===== src/hdl/dabs_pkg.sv =====
// package for the debounced alarm beep sequencer
// holds the alarm mode type, register indexes and reset values; no dependencies
package dabs_pkg;

  // alarm modes, coded as they appear on alarm_state
  typedef enum logic [1:0] {
    MODE_IDLE      = 2'd0,
    MODE_LONG_BEEP = 2'd1,
    MODE_FLASH_ON  = 2'd2,
    MODE_FLASH_OFF = 2'd3
  } alarm_mode_e;

  // configuration register indexes
  typedef enum logic [1:0] {
    REG_DEBOUNCE   = 2'd0,
    REG_LONG_BEEP  = 2'd1,
    REG_FLASH      = 2'd2,
    REG_UNUSED     = 2'd3
  } cfg_reg_e;

  localparam int unsigned PressW = 8;
  localparam int unsigned PhaseW = 16;
  localparam int unsigned CfgW   = 16;

  localparam logic [PressW-1:0] PressMax        = 8'hFF;
  localparam logic [PressW-1:0] DebounceReset   = 8'd3;
  localparam logic [PhaseW-1:0] LongBeepReset   = 16'd200;
  localparam logic [PhaseW-1:0] FlashReset      = 16'd10;

endpackage


===== src/hdl/debounced_alarm_beep_sequencer.sv =====
// top level of the debounced alarm beep sequencer
// debounce, start edge detect, beep/flash sequencing and result register; uses dabs_pkg
//
//  channel | direction | handshake                  | payload
//  in      | input     | in_valid_i / in_stall_o    | start_pressed_raw_i, stop_pressed_raw_i
//  out     | output    | out_valid_o / out_stall_i  | buzzer_on_o, alarm_state_o
//  cfg     | input     | cfg_we_i                   | cfg_idx_i, cfg_data_i
//
// one scan tick per cycle while the input is not stalled: a transaction is processed in
// the cycle it is taken and its result shows in the result register on the next cycle
// the input is stalled only while a result waits in the result register and the output
// is stalled; a result taken in the same cycle frees the register for the next tick
// reset returns all counters to zero, the mode to idle and the configuration registers to defaults
module debounced_alarm_beep_sequencer
  import dabs_pkg::*;
(
  input  logic            clk_i,
  input  logic            rst_ni,
  // tick input
  input  logic            in_valid_i,
  output logic            in_stall_o,
  input  logic            start_pressed_raw_i,
  input  logic            stop_pressed_raw_i,
  // result output
  output logic            out_valid_o,
  input  logic            out_stall_i,
  output logic            buzzer_on_o,
  output logic [1:0]      alarm_state_o,
  // configuration writes
  input  logic            cfg_we_i,
  input  logic [1:0]      cfg_idx_i,
  input  logic [CfgW-1:0] cfg_data_i
);

  logic [PressW-1:0] debounce_q;
  logic [PhaseW-1:0] long_beep_q;
  logic [PhaseW-1:0] flash_q;

  alarm_mode_e       mode_q, mode_d;
  logic [PhaseW-1:0] phase_q, phase_d;
  logic [PressW-1:0] start_cnt_q, start_cnt_d;
  logic [PressW-1:0] stop_cnt_q, stop_cnt_d;
  logic              start_was_q, start_was_d;

  logic              out_valid_q, out_valid_d;
  logic              buzzer_q;
  alarm_mode_e       out_state_q;

  logic              in_take;
  logic              start_btn;
  logic              stop_btn;
  logic [PhaseW-1:0] phase_inc;
  logic [PhaseW-1:0] phase_len;

  // handshake
  assign in_stall_o  = out_valid_q & out_stall_i;
  assign in_take     = in_valid_i & ~in_stall_o;
  assign out_valid_o = out_valid_q;
  assign buzzer_on_o = buzzer_q;
  assign alarm_state_o = out_state_q;

  // configuration registers
  always_ff @(posedge clk_i or negedge rst_ni) begin
    if (!rst_ni) begin
      debounce_q  <= DebounceReset;
      long_beep_q <= LongBeepReset;
      flash_q     <= FlashReset;
    end else if (cfg_we_i) begin
      unique case (cfg_reg_e'(cfg_idx_i))
        REG_DEBOUNCE:  debounce_q  <= cfg_data_i[PressW-1:0];
        REG_LONG_BEEP: long_beep_q <= cfg_data_i[PhaseW-1:0];
        REG_FLASH:     flash_q     <= cfg_data_i[PhaseW-1:0];
        default: ;
      endcase
    end
  end

  // press counters, saturating, cleared on release
  always_comb begin
    start_cnt_d = '0;
    if (start_pressed_raw_i) begin
      start_cnt_d = (start_cnt_q == PressMax) ? start_cnt_q : start_cnt_q + 1'b1;
    end
    stop_cnt_d = '0;
    if (stop_pressed_raw_i) begin
      stop_cnt_d = (stop_cnt_q == PressMax) ? stop_cnt_q : stop_cnt_q + 1'b1;
    end
  end

  assign start_btn = (start_cnt_d >= debounce_q);
  assign stop_btn  = (stop_cnt_d >= debounce_q);
  assign phase_inc = phase_q + 1'b1;
  assign phase_len = (mode_q == MODE_LONG_BEEP) ? long_beep_q : flash_q;

  // next mode and phase for this tick
  always_comb begin
    mode_d      = mode_q;
    phase_d     = phase_q;
    start_was_d = start_btn;
    if (stop_btn && mode_q != MODE_IDLE) begin
      mode_d  = MODE_IDLE;
      phase_d = '0;
    end else if (start_btn && !start_was_q && mode_q == MODE_IDLE) begin
      mode_d  = MODE_LONG_BEEP;
      phase_d = '0;
    end else if (mode_q != MODE_IDLE) begin
      phase_d = phase_inc;
      if (phase_inc >= phase_len) begin
        phase_d = '0;
        unique case (mode_q)
          MODE_LONG_BEEP: mode_d = MODE_FLASH_ON;
          MODE_FLASH_ON:  mode_d = MODE_FLASH_OFF;
          MODE_FLASH_OFF: mode_d = MODE_FLASH_ON;
          default:        mode_d = mode_q;
        endcase
      end
    end
  end

  // sequencer state, updated per transaction
  always_ff @(posedge clk_i or negedge rst_ni) begin
    if (!rst_ni) begin
      mode_q      <= MODE_IDLE;
      phase_q     <= '0;
      start_cnt_q <= '0;
      stop_cnt_q  <= '0;
      start_was_q <= 1'b0;
    end else if (in_take) begin
      mode_q      <= mode_d;
      phase_q     <= phase_d;
      start_cnt_q <= start_cnt_d;
      stop_cnt_q  <= stop_cnt_d;
      start_was_q <= start_was_d;
    end
  end

  // result register valid
  always_comb begin
    out_valid_d = out_valid_q;
    if (in_take) begin
      out_valid_d = 1'b1;
    end else if (!out_stall_i) begin
      out_valid_d = 1'b0;
    end
  end

  always_ff @(posedge clk_i or negedge rst_ni) begin
    if (!rst_ni) begin
      out_valid_q <= 1'b0;
    end else begin
      out_valid_q <= out_valid_d;
    end
  end

  // result payload
  always_ff @(posedge clk_i) begin
    if (in_take) begin
      buzzer_q    <= (mode_d == MODE_LONG_BEEP) || (mode_d == MODE_FLASH_ON);
      out_state_q <= mode_d;
    end
  end

endmodule


===== config.mk =====
export PLATFORM = sky130hd
export DESIGN_NAME = debounced_alarm_beep_sequencer
export DESIGN_NICKNAME = d
export VERILOG_FILES = /design/src/hdl/dabs_pkg.sv /design/src/hdl/debounced_alarm_beep_sequencer.sv
export SDC_FILE = /design/constraint.sdc
export NUM_CORES = 1
export LEC_CHECK = 0
export ABC_AREA = 1
export BUFFER_PORTS_ARGS = -buffer_cell sky130_fd_sc_hd__buf_2
export CAP_MARGIN = 20
export CORE_MARGIN = 4
export CORE_UTILIZATION = 50
export DETAILED_ROUTE_END_ITERATION = 8
export MAX_ROUTING_LAYER = met4
export PLACE_DENSITY_LB_ADDON = 0.15
export SYNTH_ARGS = -nofsm -noshare
export SYNTH_HDL_FRONTEND = slang
export SYNTH_SLANG_ARGS = --single-unit

===== constraint.sdc =====
create_clock -name clk_i -period 4 [get_ports clk_i]
set_clock_uncertainty 0.15 [all_clocks]
set_input_delay 0.4 -clock clk_i [delete_from_list [all_inputs] [get_ports clk_i]]
set_output_delay 0.4 -clock clk_i [all_outputs]
set_load 0.03 [all_outputs]

# After elaboration in Yosys (flattened, before gate mapping)
# Cells that the tools add are included.
[classes]
add_sub_neg = 3
multipliers = 0
div = 0
n_lt_le_gt_ge = 3
eq_ne = 10
n_shift = 0
n_mux = 16
bitwise = 3
n_reduce_logical = 14
[ops]
columns = ["op", "n"]
rows = [
  ["16-bit 2-to-1 mux", 5],
  ["8-bit 2-to-1 mux", 4],
  ["16-bit by 1-bit adder with 16-bit output (second input constant)", 1],
  ["8-bit by 1-bit adder with 8-bit output (second input constant)", 2],
  ["8-bit == test (second input constant)", 2],
  ["16-bit >= comparator", 1],
  ["8-bit >= comparator", 2],
  ["2-bit == test (second input constant)", 4],
  ["2-bit 2-to-1 mux", 4],
  ["2-bit AND reduction", 4],
  ["2-bit by 1-bit == test with 1-bit output (second input constant)", 3],
  ["2-bit zero test", 2],
  ["2-bit case mux with 2 select lines", 1],
  ["1-bit logical AND", 3],
  ["3-bit nonzero test", 1],
  ["1-bit bitwise AND", 2],
  ["1-bit 2-to-1 mux", 2],
  ["2-bit by 1-bit inequality test with 1-bit output (second input constant)", 1],
  ["2-bit nonzero test", 1],
  ["2-bit OR reduction", 1],
  ["1-bit zero test", 1],
  ["1-bit logical OR", 1],
  ["1-bit NOT", 1],
]
[totals]
regBits = 79
latchBits = 0
ramBits = 0
rom_bits = 0
inputBits = 25
out_inout_bits = 5
elab_cells = 60
n_memories = 0

# Logic depth before layout (Yosys ltp)
[depth]
ltp_word = 10
ltp_mapped = 21
mapped_depth_nobuf = 20

# Worst setup path after synthesis
# Ideal clock, no wire load.
[synth_path]
path_type = "register to register"
startpoint = "reg start_cnt_q[0]"
endpoint = "reg buzzer_q, in the netlist buzzer_on_o (data pin)"
setup_ps = 130
arrival_ps = 2391
required_time_ps = 3720
slack_ps = 1329
path_stages_with_launch = 18
n_path_buf = 0
period_less_slack_ps = 2671
path_cell_list = "dfrtp_1 ha_1 nand4_4 nor3_4 inv_2 nand2_1 nand2_1 nand3_1 inv_1 ha_1 a21oi_1 o21a_1 nand3_2 nand3_1 clkinv_1 nor2_1 nand2_1 nand2_1"
[synth_between]
elab_chain_len = 10
word_cells_on_any_way = 12
cone_classes = "add/sub (1); order compare (1); eq/ne (3); mux (4); reduce/logical (3)"
[synth_lines]
columns = ["item", "line", "rtl"]
rows = [
  ["from (decl)", "debounced_alarm_beep_sequencer.sv:41", "logic [PressW-1:0] start_cnt_q, start_cnt_d;"],
  ["from (signal assigned)", "debounced_alarm_beep_sequencer.sv:131", "start_cnt_q <= start_cnt_d;"],
  ["8-bit by 1-bit adder with 8-bit output / 8-bit == test (equally long branches)", "debounced_alarm_beep_sequencer.sv:82", "start_cnt_d = (start_cnt_q == PressMax) ? start_cnt_q : start_cnt_q + 1'b1;"],
  ["8-bit 2-to-1 mux (*)", "debounced_alarm_beep_sequencer.sv:82", ""],
  ["8-bit 2-to-1 mux (*)", "debounced_alarm_beep_sequencer.sv:81", "if (start_pressed_raw_i) begin"],
  ["via start_cnt_d[5]", "debounced_alarm_beep_sequencer.sv:41", ""],
  ["8-bit >= comparator (*)", "debounced_alarm_beep_sequencer.sv:90", "assign start_btn = (start_cnt_d >= debounce_q);"],
  ["1-bit logical AND (*) (2 in series)", "debounced_alarm_beep_sequencer.sv:103", "end else if (start_btn && !start_was_q && mode_q == MODE_IDLE) begin"],
  ["2-bit 2-to-1 mux (*)", "debounced_alarm_beep_sequencer.sv:103", ""],
  ["2-bit 2-to-1 mux (*)", "debounced_alarm_beep_sequencer.sv:100", "if (stop_btn && mode_q != MODE_IDLE) begin"],
  ["2-bit by 1-bit == test with 1-bit output / 2-bit == test (equally long branches)", "debounced_alarm_beep_sequencer.sv:158", "buzzer_q <= (mode_d == MODE_LONG_BEEP) || (mode_d == MODE_FLASH_ON);"],
  ["1-bit logical OR (*)", "debounced_alarm_beep_sequencer.sv:158", ""],
  ["to (signal assigned)", "debounced_alarm_beep_sequencer.sv:158", ""],
  ["to (decl)", "debounced_alarm_beep_sequencer.sv:46", "logic buzzer_q;"],
]
# Mark *: on every way through the listed nets, which the timed path passes. The rest lies on a longest branch.
# A chain may end at the register's enable or synchronous reset.

# Final worst setup path
# Ends and elaborated chain as after synthesis.

==> results.md <==
- Result of the run: finished, final reports clean
- Delay of the slowest cell on the worst path: 0.42 ns
- Core outline area: just over 9000 um2
- Count of hold buffers inserted by post-cts repair: 0
- Vias: 3915
- Final Slew Violations: 0
- Total half-perimeter wirelength after legalization and detailed placement: between 7000 and 8000 um
- Number of instances in the synthesized netlist: 614
- Grt total ovfl: 0
- Smallest hold slack: 0.00666 ns
- Reported leakage power: ~2.9 nW
- Combined area of all synthesized cells: 4790 um2
- Average instance area after synthesis: roughly 7.8 um2
- Iteration-0 DRC Markers: 137
- Origin of the worst setup path: start_cnt_q[0]$_DFFE_PN0P_
- Required time at the endpoint of the critical path: 4.07 ns
- Crit path buffers/inverters: 3
- Element type at the critical path start: flip-flop
- Nets@finish: 704
- Arrival time at the worst endpoint: 3.21 ns
- Most common cell in the synthesized netlist: nand2_1
- Asr flop ratio synth: between 90% and 100%
- Buffers on Ports: 29
- Crit path capture type: flip-flop
- Total of endpoints with negative setup slack in the final report: 0
- Global-route usage over all layers: 19.7%
- Start-to-end type of the worst setup path: reg -> reg
- Placement Rows: 35
- Most prevalent standard cell on the critical path: nand2_1
- Post-layout total power: about 2.4 mW
- Cells along the critical path: ha_1 > nand4_4 > nor3_4 > inv_2 > nand2_1 > nand2_1 > nand3_1 > inv_1 > ha_1 > a21oi_1 > o21a_1 > nand3_2 > nand3_1 > clkinv_1 > nor2_1 > nand2_1 > nand2_1
- Top cell types by occurrence after synthesis: nand2_1, inv_1, dfrtp_1
- Power density of the placed cells: 455 nW/um2
- First-pass GRT wire length: about 17000 um
- Relative slew slack: 35.5%
- Vertical die dimension: roughly 110 um
- Slew of the pin with the lowest slew margin: around 0.97 ns
- Clock root buffer: clkbuf_8
- Largest net degree at the start of global routing: 77
- Count of clock tree sinks: roughly 80
- Fraction of the yosys area taken by sequential cells: 41.8%
- Max Root-Sink Buffers: 2
- Worst hold-check path type: in -> async
- DIE AREA: between 10000 and 15000 um2
- Global placement routability congestion: 0.836
- CTS tree: yes
- Clk pin slew, worst setup/hold paths: 0.08 ns
- Count of boundary I/O pins: 30
- Via count of the first global-routing pass: 3721
- Clock latency reported for the late side of the worst-skew pair: around 0.35 ns
- Unrepaired setup endpoints after global routing: false
- Dominant synthesized flop cell: dfrtp_1
- Count of TritonRoute iterations in the first routing pass: 4
- Antenna viol nets, final: 0
- Launch instance of the worst register-to-register path: start_cnt_q[0]$_DFFE_PN0P_
- Count of flip-flops with a built-in enable after synthesis: 3
- DRC violation count after routing: 0
- Cell type with the largest total area after synthesis: dfrtp_1
- Num CTS Buffers: 9
- Count of endpoints failing hold in the final timing report: 0
- Worst IR Drop VDD: between 0.2 and 0.25 mV
- Highest-delay cell along the critical path: dfrtp_1
- Synthesized Nets: 674
- Max-capacitance violation count: 0
- Buffers inserted during post-CTS setup optimization: 0
- Die X-Extent: ~110 um
- Final critical delay including setup and external delays: 3.14 ns
- Wirelength, routed: 10100 um
- Number of antenna violations at the first check in global routing: 0
- Vias/cell: between 5 and 6
- FF+latch count, synth: 79
- Share of the synthesized area in the top cell type: 36.1%
- Layout overhead on the synthesized area: 10.7%
- Wirelength per Cell: 13.0 um
- Final period utilization: 78.5%
- Effective utilization at floorplan: 51.6%
- Number of synthesis warnings: 0
- Fmax: 318 MHz
- CP top delay family: simple AND/OR/NAND/NOR gates
- Distinct cell type count after synthesis: 39
- Antenna Cells: 0
- Worst Path Max Fanout: 10
- Leading cell types by total area after synthesis: dfrtp_1, nand2_1, ha_1
- H-tree depth: 3
- Number of gates resized after CTS: 0
- Share of final-layout standard cells stronger than drive strength 1: 11.4%
- Total Neg Setup Slack: 0 ns
[layout by cell type (no fill, tap or decap), types with 4 or more instances in the layout]
master	synthesis	final
inv_1	79	79
ha_1	35	35
dfrtp_1	69	69
clkbuf_8	0	10
a21oi_1	19	19
nor2_1	44	44
nor3_1	4	4
xor2_1	11	11
buf_2	2	28
o21ai_0	68	68
nand2_1	180	180
dfstp_2	7	7
mux2i_1	15	15
nor2_2	4	4
nand4_1	7	7
nand3_1	25	25
[cells by family (layout without fill, tap and decap cells)]
family	after synthesis	in the layout	synth area share, %
xor gates and xnor gates	13	13	2.38
AOI/OAI and AO/OA	100	100	11.1
buffers and inverters	97	132	7.89
DFF	79	79	41.8
and+or+nand+nor	274	274	24.4
adders and majority gates	35	35	9.15
muxes	16	16	3.37
[per-layer routing]
metal	GRT usage, %	vias to the layer above	share of wire [%]
met5	-	-	0
met4	5.55	0	1.4
li1	-	2039	-
met3	4.35	14	5.1
met2	28.8	78	44
met1	27.6	1784	50
[worst paths after layout]
| kind | depth (start not counted) | end | slack, ns |
|---|---|---|---|
| setup / recovery | 17 | buzzer_on_o$_DFFE_PP_ | 0.86 |
| hold / removal | 1 | phase_q[12]$_DFFE_PN0P_ | 0.007 |
| setup reg to reg | 17 | buzzer_on_o$_DFFE_PP_ | 0.86 |
| hold reg to reg | 2 | flash_q[5]$_DFFE_PN0P_ | 0.34 |
| max in group asynchronous | 1 | debounce_q[2]$_DFFE_PN0P_ | 3.02 |
| min in group clk_i | 3 | out_valid_o$_DFFE_PN0P_ | 0.11 |
[final cells by class]
| cell class | instances | area, um2 |
|---|---|---|
| tap | 129 | 161 |
| clock buffer | 11 | 141 |
| clock inverter | 5 | 81.3 |
| fill | 887 | 3990 |
| sequential | 79 | 2000 |
| timing repair buffer | 33 | 193 |
| multi-input combinational | 438 | 2410 |
| inverter | 83 | 312 |
[sequential cells by signal (all words and copies together) (netlist names)]
register	cells
flash_q	16
long_beep_q	16
phase_q	16
debounce_q	8
start_cnt_q	8
stop_cnt_q	8
alarm_state_o	2
mode_q	2
buzzer_on_o	1
out_valid_o	1
start_was_q	1
[worst reg2reg max path: cells and delay by family, from the launching register on]
kind                       cells  cell delay [ns]
buffers and inverters          3             0.42
AOI/OAI and AO/OA              2             0.30
and+or+nand+nor               10             1.20
DFF                            1             0.42
adders and majority gates      2             0.53
[through the flow]
step	instance area, um2	setup slack [ns]	util, %	instances
floorplan	4790	1.33	-	614
global placement	5040	0.970	54.3	760
detailed placement	5040	0.853	54.3	760
CTS	5270	0.820	56.7	776
global route	5300	0.536	57.1	778
finish	5300	0.860	57.1	778
[power by group]
part	switching, mW	internal, mW
combinational	0.456	0.274
clock	0.299	0.369
sequential	0.0839	0.929
total	0.839	1.57
No activity file was read; power rests on OpenSTA's default activity.
